[config.mk]
export PLATFORM = sky130hd
export DESIGN_NAME = nibble_rle_tile_decoder_top
export DESIGN_NICKNAME = d
export VERILOG_FILES = /design/src/nrle_pkg.sv /design/src/nrle_ctrl.sv /design/src/nrle_dpath.sv /design/src/nibble_rle_tile_decoder_top.sv
export SDC_FILE = /design/constraint.sdc
export NUM_CORES = 1
export LEC_CHECK = 0
export ABC_CLOCK_PERIOD_IN_PS = 2650
export BUFFER_PORTS_ARGS = -buffer_cell sky130_fd_sc_hd__buf_2
export CAP_MARGIN = 20
export CORE_MARGIN = 8
export CORE_UTILIZATION = 52
export DETAILED_ROUTE_END_ITERATION = 10
export GPL_TIMING_DRIVEN = 0
export MAX_ROUTING_LAYER = met4
export PLACE_DENSITY = 0.73
export SLEW_MARGIN = 20
export SYNTH_ARGS = -nofsm -noshare
export SYNTH_HDL_FRONTEND = slang
export SYNTH_SLANG_ARGS = --single-unit
[constraint.sdc]
create_clock -name clk -period 2.65 [get_ports clk]
set_clock_uncertainty 0.2 [all_clocks]
set_input_delay 0.1325 -clock clk [delete_from_list [all_inputs] [get_ports clk]]
set_output_delay 0.1325 -clock clk [all_outputs]
set_load 0.05 [all_outputs]
[src/nrle_pkg.sv]
// Shared types, constants and controller codes for the nibble RLE tile decoder.
package nrle_pkg;

    localparam int ROW_TILES_DEF = 7;
    localparam logic [3:0] ESCAPE_RESET = 4'hF;

    typedef struct packed {
        logic [3:0] nibble;
        logic       room_start;
    } in_item_t;

    typedef struct packed {
        logic [3:0] tile_id;
        logic [3:0] tile_col;
        logic [7:0] tile_row;
        logic       run_last;
    } out_item_t;

    typedef enum logic [1:0] {
        ST_PLAIN,
        ST_COUNT,
        ST_TILE,
        ST_RUN
    } state_t;

    typedef struct packed {
        logic clear_pos;
        logic load_count;
        logic emit_plain;
        logic start_run;
        logic emit_run;
    } cmd_t;

    typedef struct packed {
        logic out_free;
        logic nib_is_esc;
        logic count_zero;
        logic count_one;
        logic remain_last;
    } status_t;

endpackage

[src/nrle_ctrl.sv]
// Decode controller: tracks the stream phase and sequences run emission.
module nrle_ctrl (
    input  logic             clk,
    input  logic             rst_n,
    input  logic             in_valid,
    input  logic             room_start,
    output logic             in_ready,
    input  nrle_pkg::status_t status,
    output nrle_pkg::cmd_t    cmd
);
    import nrle_pkg::*;

    state_t state_reg;
    state_t state_next;
    state_t eff_state;
    logic   accept;

    assign in_ready  = (state_reg != ST_RUN) && status.out_free;
    assign accept    = in_valid && in_ready;
    assign eff_state = room_start ? ST_PLAIN : state_reg;

    always_ff @(posedge clk or negedge rst_n)
    begin
        if (!rst_n)
        begin
            state_reg <= ST_PLAIN;
        end
        else
        begin
            state_reg <= state_next;
        end
    end

    always_comb
    begin
        state_next = state_reg;
        if (state_reg == ST_RUN)
        begin
            if (status.out_free && status.remain_last)
            begin
                state_next = ST_PLAIN;
            end
        end
        else if (accept)
        begin
            case (eff_state)
                ST_PLAIN: state_next = status.nib_is_esc ? ST_COUNT : ST_PLAIN;
                ST_COUNT: state_next = ST_TILE;
                ST_TILE:
                begin
                    if (status.count_zero || status.count_one)
                    begin
                        state_next = ST_PLAIN;
                    end
                    else
                    begin
                        state_next = ST_RUN;
                    end
                end
                default: state_next = ST_PLAIN;
            endcase
        end
    end

    always_comb
    begin
        cmd = '0;
        if (state_reg == ST_RUN)
        begin
            cmd.emit_run = status.out_free;
        end
        else if (accept)
        begin
            cmd.clear_pos = room_start;
            case (eff_state)
                ST_COUNT: cmd.load_count = 1'b1;
                ST_TILE:  cmd.start_run  = !status.count_zero;
                default:  cmd.emit_plain = !status.nib_is_esc;
            endcase
        end
    end

endmodule

[src/nrle_dpath.sv]
// Datapath: escape register, run count, tile position and output register.
module nrle_dpath #(
    parameter int ROW_TILES = nrle_pkg::ROW_TILES_DEF
) (
    input  logic               clk,
    input  logic               rst_n,
    input  logic               cfg_we,
    input  logic [3:0]         cfg_wdata,
    input  nrle_pkg::in_item_t  in_data,
    input  logic               out_ready,
    output logic               out_valid,
    output nrle_pkg::out_item_t out_data,
    input  nrle_pkg::cmd_t      cmd,
    output nrle_pkg::status_t   status
);
    import nrle_pkg::*;

    localparam logic [3:0] COL_LAST = 4'(ROW_TILES - 1);

    logic [3:0] esc_reg;
    logic [3:0] count_reg;
    logic [3:0] count_next;
    logic [3:0] tile_reg;
    logic [3:0] tile_next;
    logic [3:0] remain_reg;
    logic [3:0] remain_next;
    logic [7:0] pos_reg;
    logic [7:0] pos_next;
    logic [3:0] col_reg;
    logic [3:0] col_next;
    logic [7:0] row_reg;
    logic [7:0] row_next;
    logic       out_valid_reg;
    logic       out_valid_next;
    out_item_t  out_data_reg;
    out_item_t  out_data_next;

    logic [7:0] pos_cur;
    logic [3:0] col_cur;
    logic [7:0] row_cur;
    logic       emit;

    assign status.out_free    = !out_valid_reg || out_ready;
    assign status.nib_is_esc  = (in_data.nibble == esc_reg);
    assign status.count_zero  = (count_reg == 4'd0);
    assign status.count_one   = (count_reg == 4'd1);
    assign status.remain_last = (remain_reg == 4'd1);

    assign emit    = cmd.emit_plain || cmd.start_run || cmd.emit_run;
    assign pos_cur = cmd.clear_pos ? 8'd0 : pos_reg;
    assign col_cur = cmd.clear_pos ? 4'd0 : col_reg;
    assign row_cur = cmd.clear_pos ? 8'd0 : row_reg;

    always_comb
    begin
        pos_next = pos_cur;
        col_next = col_cur;
        row_next = row_cur;
        if (emit)
        begin
            pos_next = pos_cur + 8'd1;
            if (pos_cur == 8'hFF)
            begin
                col_next = 4'd0;
                row_next = 8'd0;
            end
            else if (col_cur == COL_LAST)
            begin
                col_next = 4'd0;
                row_next = row_cur + 8'd1;
            end
            else
            begin
                col_next = col_cur + 4'd1;
            end
        end
    end

    always_comb
    begin
        count_next  = cmd.load_count ? in_data.nibble : count_reg;
        tile_next   = cmd.start_run ? in_data.nibble : tile_reg;
        remain_next = remain_reg;
        if (cmd.start_run)
        begin
            remain_next = count_reg - 4'd1;
        end
        else if (cmd.emit_run)
        begin
            remain_next = remain_reg - 4'd1;
        end
    end

    always_comb
    begin
        out_data_next  = out_data_reg;
        out_valid_next = out_valid_reg && !out_ready;
        if (emit)
        begin
            out_valid_next         = 1'b1;
            out_data_next.tile_id  = cmd.emit_run ? tile_reg : in_data.nibble;
            out_data_next.tile_col = col_cur;
            out_data_next.tile_row = row_cur;
            if (cmd.emit_plain)
            begin
                out_data_next.run_last = 1'b1;
            end
            else if (cmd.start_run)
            begin
                out_data_next.run_last = status.count_one;
            end
            else
            begin
                out_data_next.run_last = status.remain_last;
            end
        end
    end

    always_ff @(posedge clk or negedge rst_n)
    begin
        if (!rst_n)
        begin
            esc_reg       <= ESCAPE_RESET;
            count_reg     <= 4'd0;
            remain_reg    <= 4'd0;
            pos_reg       <= 8'd0;
            col_reg       <= 4'd0;
            row_reg       <= 8'd0;
            out_valid_reg <= 1'b0;
        end
        else
        begin
            if (cfg_we)
            begin
                esc_reg <= cfg_wdata;
            end
            count_reg     <= count_next;
            remain_reg    <= remain_next;
            pos_reg       <= pos_next;
            col_reg       <= col_next;
            row_reg       <= row_next;
            out_valid_reg <= out_valid_next;
        end
    end

    always_ff @(posedge clk)
    begin
        tile_reg     <= tile_next;
        out_data_reg <= out_data_next;
    end

    assign out_valid = out_valid_reg;
    assign out_data  = out_data_reg;

endmodule

[src/nibble_rle_tile_decoder_top.sv]
// Top level of the nibble RLE tile decoder.
//
//  channel   direction  handshake              payload
//  in        input      in_valid / in_ready    in_item_t  {nibble, room_start}
//  out       output     out_valid / out_ready  out_item_t {tile_id, tile_col, tile_row, run_last}
//  cfg       input      cfg_we                 cfg_wdata  escape code
//
// One nibble is taken per cycle while in_ready is high; a plain nibble's tile shows on the next cycle.
// A run of N tiles holds in_ready low after its tile nibble until its last tile is emitted,
// emitting one tile per cycle from the single output register while the output is not stalled.
// Reset is asynchronous and brings back escape code 15 and position zero.
// A stalled output blocks new transfers until the output register frees.
module nibble_rle_tile_decoder_top #(
    parameter int ROW_TILES = nrle_pkg::ROW_TILES_DEF
) (
    input  logic               clk,
    input  logic               rst_n,
    input  logic               in_valid,
    output logic               in_ready,
    input  nrle_pkg::in_item_t  in_data,
    output logic               out_valid,
    input  logic               out_ready,
    output nrle_pkg::out_item_t out_data,
    input  logic               cfg_we,
    input  logic [3:0]         cfg_wdata
);
    import nrle_pkg::*;

    cmd_t    cmd;
    status_t status;

    nrle_ctrl u_ctrl (
        .clk        (clk),
        .rst_n      (rst_n),
        .in_valid   (in_valid),
        .room_start (in_data.room_start),
        .in_ready   (in_ready),
        .status     (status),
        .cmd        (cmd)
    );

    nrle_dpath #(
        .ROW_TILES (ROW_TILES)
    ) u_dpath (
        .clk       (clk),
        .rst_n     (rst_n),
        .cfg_we    (cfg_we),
        .cfg_wdata (cfg_wdata),
        .in_data   (in_data),
        .out_ready (out_ready),
        .out_valid (out_valid),
        .out_data  (out_data),
        .cmd       (cmd),
        .status    (status)
    );

endmodule

==> reports/qor.log <==
qor: die.placementRows 27
qor: placed_design.place_congestion 0.815
qor: synthesis.postSynthCellCount 271
qor: run.max_cap_violations 0
qor: timing.unrepaired_setup_endpoints_after_global_routing no
qor: power.design_power_total 0.00333 W
qor: layout.multiInputGateArea 1310 um^2
qor: layout.register_area 1510 um^2
qor: synthesis.synth.yosys.seq_area_share 52.1%
qor: global_route.number_of_antenna_violations_at_the_first_check_in_global_routing 0
qor: clock_tree.clock_sinks 56
qor: critical_path.cp.arrival 2.53 ns
qor: critical_path.crit_slowest_cell dfrtp_2
qor: placed_design.number_of_port_buffers 32
qor: hold_path.hold_path.class in -> reg
qor: timing.finalMaxSlewViolations 0
qor: synthesis.synth_top_area_cell dfrtp_1
qor: layout.largest_register_ff_count 17
qor: timing.clock.fmax 392 MHz
qor: route.routed_wire_length_per_instance 16.1 um
qor: hold_path.hold_path.startpoint out_ready
qor: outcome.run_status finished clean
qor: layout.final_net_count 355
qor: critical_path.path_class reg -> reg
qor: power.pd_cells 953 nW/um^2
qor: layout.final_area 3490 um^2
qor: critical_path.worstSetupStartpoint u_dpath.out_valid$_DFF_PN0_
qor: layout.post_route_cells_drive_above_1_share 23.0%
qor: timing.slew_headroom 46.6%
qor: timing.min_period 2.55 ns
qor: route.routed_via_density 5.64
qor: synthesis.synth.area.top_cells dfrtp_1 (27%), edfxtp_1 (22%), nand2_1 (5.4%)
qor: synthesis.yosys_register_bits 56
qor: global_route.grt_pass1_vias 2,283
qor: synthesis.yosysWarnings 0
qor: route.detailroute.via_count 2,269
qor: die.die_w 90.7 um
qor: global_route.global_route.usage.total 16.4%
qor: clock_tree.cts_tree built
qor: layout.flow.area_growth_from_synthesis 20.4%
qor: synthesis.synthDominantCellAreaShare 26.7%
qor: route.drtIter0Drc 146
qor: critical_path.critical_path.max_fanout 6
qor: synthesis.number_of_enable_flip_flop_cells_after_synthesis 21
qor: die.die_area 8220 um^2
qor: timing.timing_hold_violations_final 0
qor: timing.finalSetupViolations 0
qor: hold_path.hold_depth 4
qor: die.core_region_area 5440 um^2
qor: layout.n_antenna_cell 0
qor: placed_design.post-dp-hpwl 4440 um
qor: route.first_pass_iters 4
qor: critical_path.worst_ep_required_time 2.63 ns
qor: critical_path.slowest_delay 0.41 ns
qor: die.die_height 90.7 um
qor: clock_tree.insertion_delay 0.30 ns
qor: clock_tree.cts_root_buf clkbuf_8
qor: critical_path.r2r_start u_dpath.out_valid$_DFF_PN0_
qor: die.design.portCount 33
qor: route.number_of_remaining_drc_errors 0
qor: global_route.grt_first_pass_wirelength 10,900 um
qor: synthesis.synth_area_per_cell 10.7 um^2
qor: critical_path.timing.critical_path.to_type register
qor: clock_tree.cts_buffer_count 5
qor: placed_design.post_dp_cell_area 3190 um^2
qor: timing.post-route-period-util 96.3%
qor: synthesis.synth_area 2900 um^2
qor: route.postRouteAntennaNets 0
qor: power.p_leak 1.57 nW
qor: clock_tree.cts.htree.levels 2
qor: synthesis.postSynth.asyncResetShare 62.5%
qor: power.worst_ir_drop_vdd 504 uV
qor: critical_path.r2r_cells 11
qor: critical_path.setup.worst_path.start_class register
qor: clock_tree.cts_max_path_buffers 2
qor: global_route.grt-ovfl-total 0
qor: timing.tns 0 ns
qor: synthesis.syn-num-nets 297
qor: synthesis.synthFlopType dfrtp_1
qor: die.initial_utilization 53.3%
qor: route.finalWirelength 6480 um
qor: layout.n_fill_cell 431
qor: global_route.pin_count_of_the_biggest_net_entering_global_routing 36
qor: synthesis.netlist-cell-type-count 50
qor: clock_tree.path_clk_slew 0.09 ns
qor: timing.timing_worst_slew_pin_value 0.801 ns
qor: critical_path.path_cells nand2b_1, buf_6, nand3_4, clkbuf_16, nand2_2, ha_1, and4b_2, nand3_4, or3b_4, o211ai_1, o211ai_1
-- stage by stage --
stage                     util [%]  hold slack, ns  instances  setup slack [ns]
final                         64.2          0.0720        402            0.0979
after global routing          64.2          0.0924        402            0.0197
after CTS                     63.5          0.0736        399            0.0343
after detailed placement      58.6          0.0737        375            -0.106
after global placement        58.6          0.0736        375           -0.0692
after floorplan                  -          -0.363        271            0.0599
-- worst max-delay path: cells and delay by family (launching register included) --
kind	cells	cell delay [ns]
adders and majority gates	1	0.18
DFF	1	0.41
and+or+nand+nor	6	1.06
buffers and inverters	2	0.30
AOI/OAI and AO/OA	2	0.27
-- Yosys cell counts (all sizes together), types with 2 or more instances --
cell type  number
inv            20
buf             4
or3             5
nand3          10
and3            4
and2            5
o21ai          12
ha             12
nor2            9
dfstp           4
mux2            8
xor2            7
nand2          42
nor3b           2
o22ai           6
a22oi           8
nor2b           2
o221ai          2
o211ai          4
xnor2           3
mux2i           5
o2111ai         2
and4            2
a21oi           7
nor3            6
nand2b          8
edfxtp         21
clkbuf          4
dfrtp          31
-- final timing paths --
| check | to | slack [ns] |
|---|---|---|
| min reg2reg | u_dpath.pos_reg[5]$_DFF_PN0_ | 0.30 |
| max in group asynchronous | u_dpath.out_valid$_DFF_PN0_ | 1.46 |
| min in group asynchronous | u_dpath.row_reg[4]$_DFF_PN0_ | 0.25 |
| max | u_dpath.row_reg[7]$_DFF_PN0_ | 0.1 |
| max reg2reg | u_dpath.row_reg[7]$_DFF_PN0_ | 0.1 |
| min | u_dpath.out_valid$_DFF_PN0_ | 0.07 |
-- per-layer routing --
metal / track usage, % / vias to the layer above / wire, um
met5: - / - / 0
met4: 5.27 / 0 / 86
met3: 3.49 / 7 / 344
met2: 27.0 / 74 / 3180
met1: 19.6 / 1106 / 2870
li1: - / 1082 / -
-- cells in the final DEF (no fill, tap or decap), drive strengths merged, types with 5 or more instances in the layout --
cell	n
nor3	6
nand3	10
xor2	7
or3	5
nand2b	8
mux2i	5
and2	5
edfxtp	21
inv	20
mux2	8
a21oi	7
ha	12
o21ai	12
a22oi	8
dfrtp	31
clkbuf	11
o22ai	6
buf	41
nor2	9
nand2	42
dlygate4sd3	14
-- layout make-up --
| cell class | instances | area share (%) |
|---|---|---|
| tap | 72 | 2.58 |
| timing repair buffer | 51 | 9.68 |
| buffer | 8 | 1.97 |
| multi-input combinational | 187 | 37.6 |
| inverter | 20 | 2.15 |
| sequential | 56 | 43.3 |
| clock inverter | 1 | 0.215 |
| clock buffer | 7 | 2.47 |
-- report_power, final --
part	switching (W)	leakage [nW]	internal (W)
Clock	0.000265	0.0445	0.000213
Sequential	0.000150	0.652	0.00120
Combinational	0.00106	0.874	0.000439
-- cell families (layout without fill, tap and decap cells) --
group | after synthesis | after routing | synth area share [%]
buffers and inverters | 28 | 87 | 4.05
multiplexers | 13 | 13 | 4.83
AND/OR/NAND/NOR | 102 | 102 | 18.5
flip-flops | 56 | 56 | 52.1
AO/OA/AOI/OAI | 50 | 50 | 12.3
XOR/XNOR | 10 | 10 | 3.02
adder cells (fa/ha/maj) | 12 | 12 | 5.18
-- what timing repair did --
item / CTS / global route
setup endpoints to repair: 24 / 10
endpoints found under the hold margin: 48 / 0
hold buffers: 14 / 0
gates resized for setup: 4 / 5
buffers inserted: 2 / 3
No activity file was read; power rests on OpenSTA's default activity.
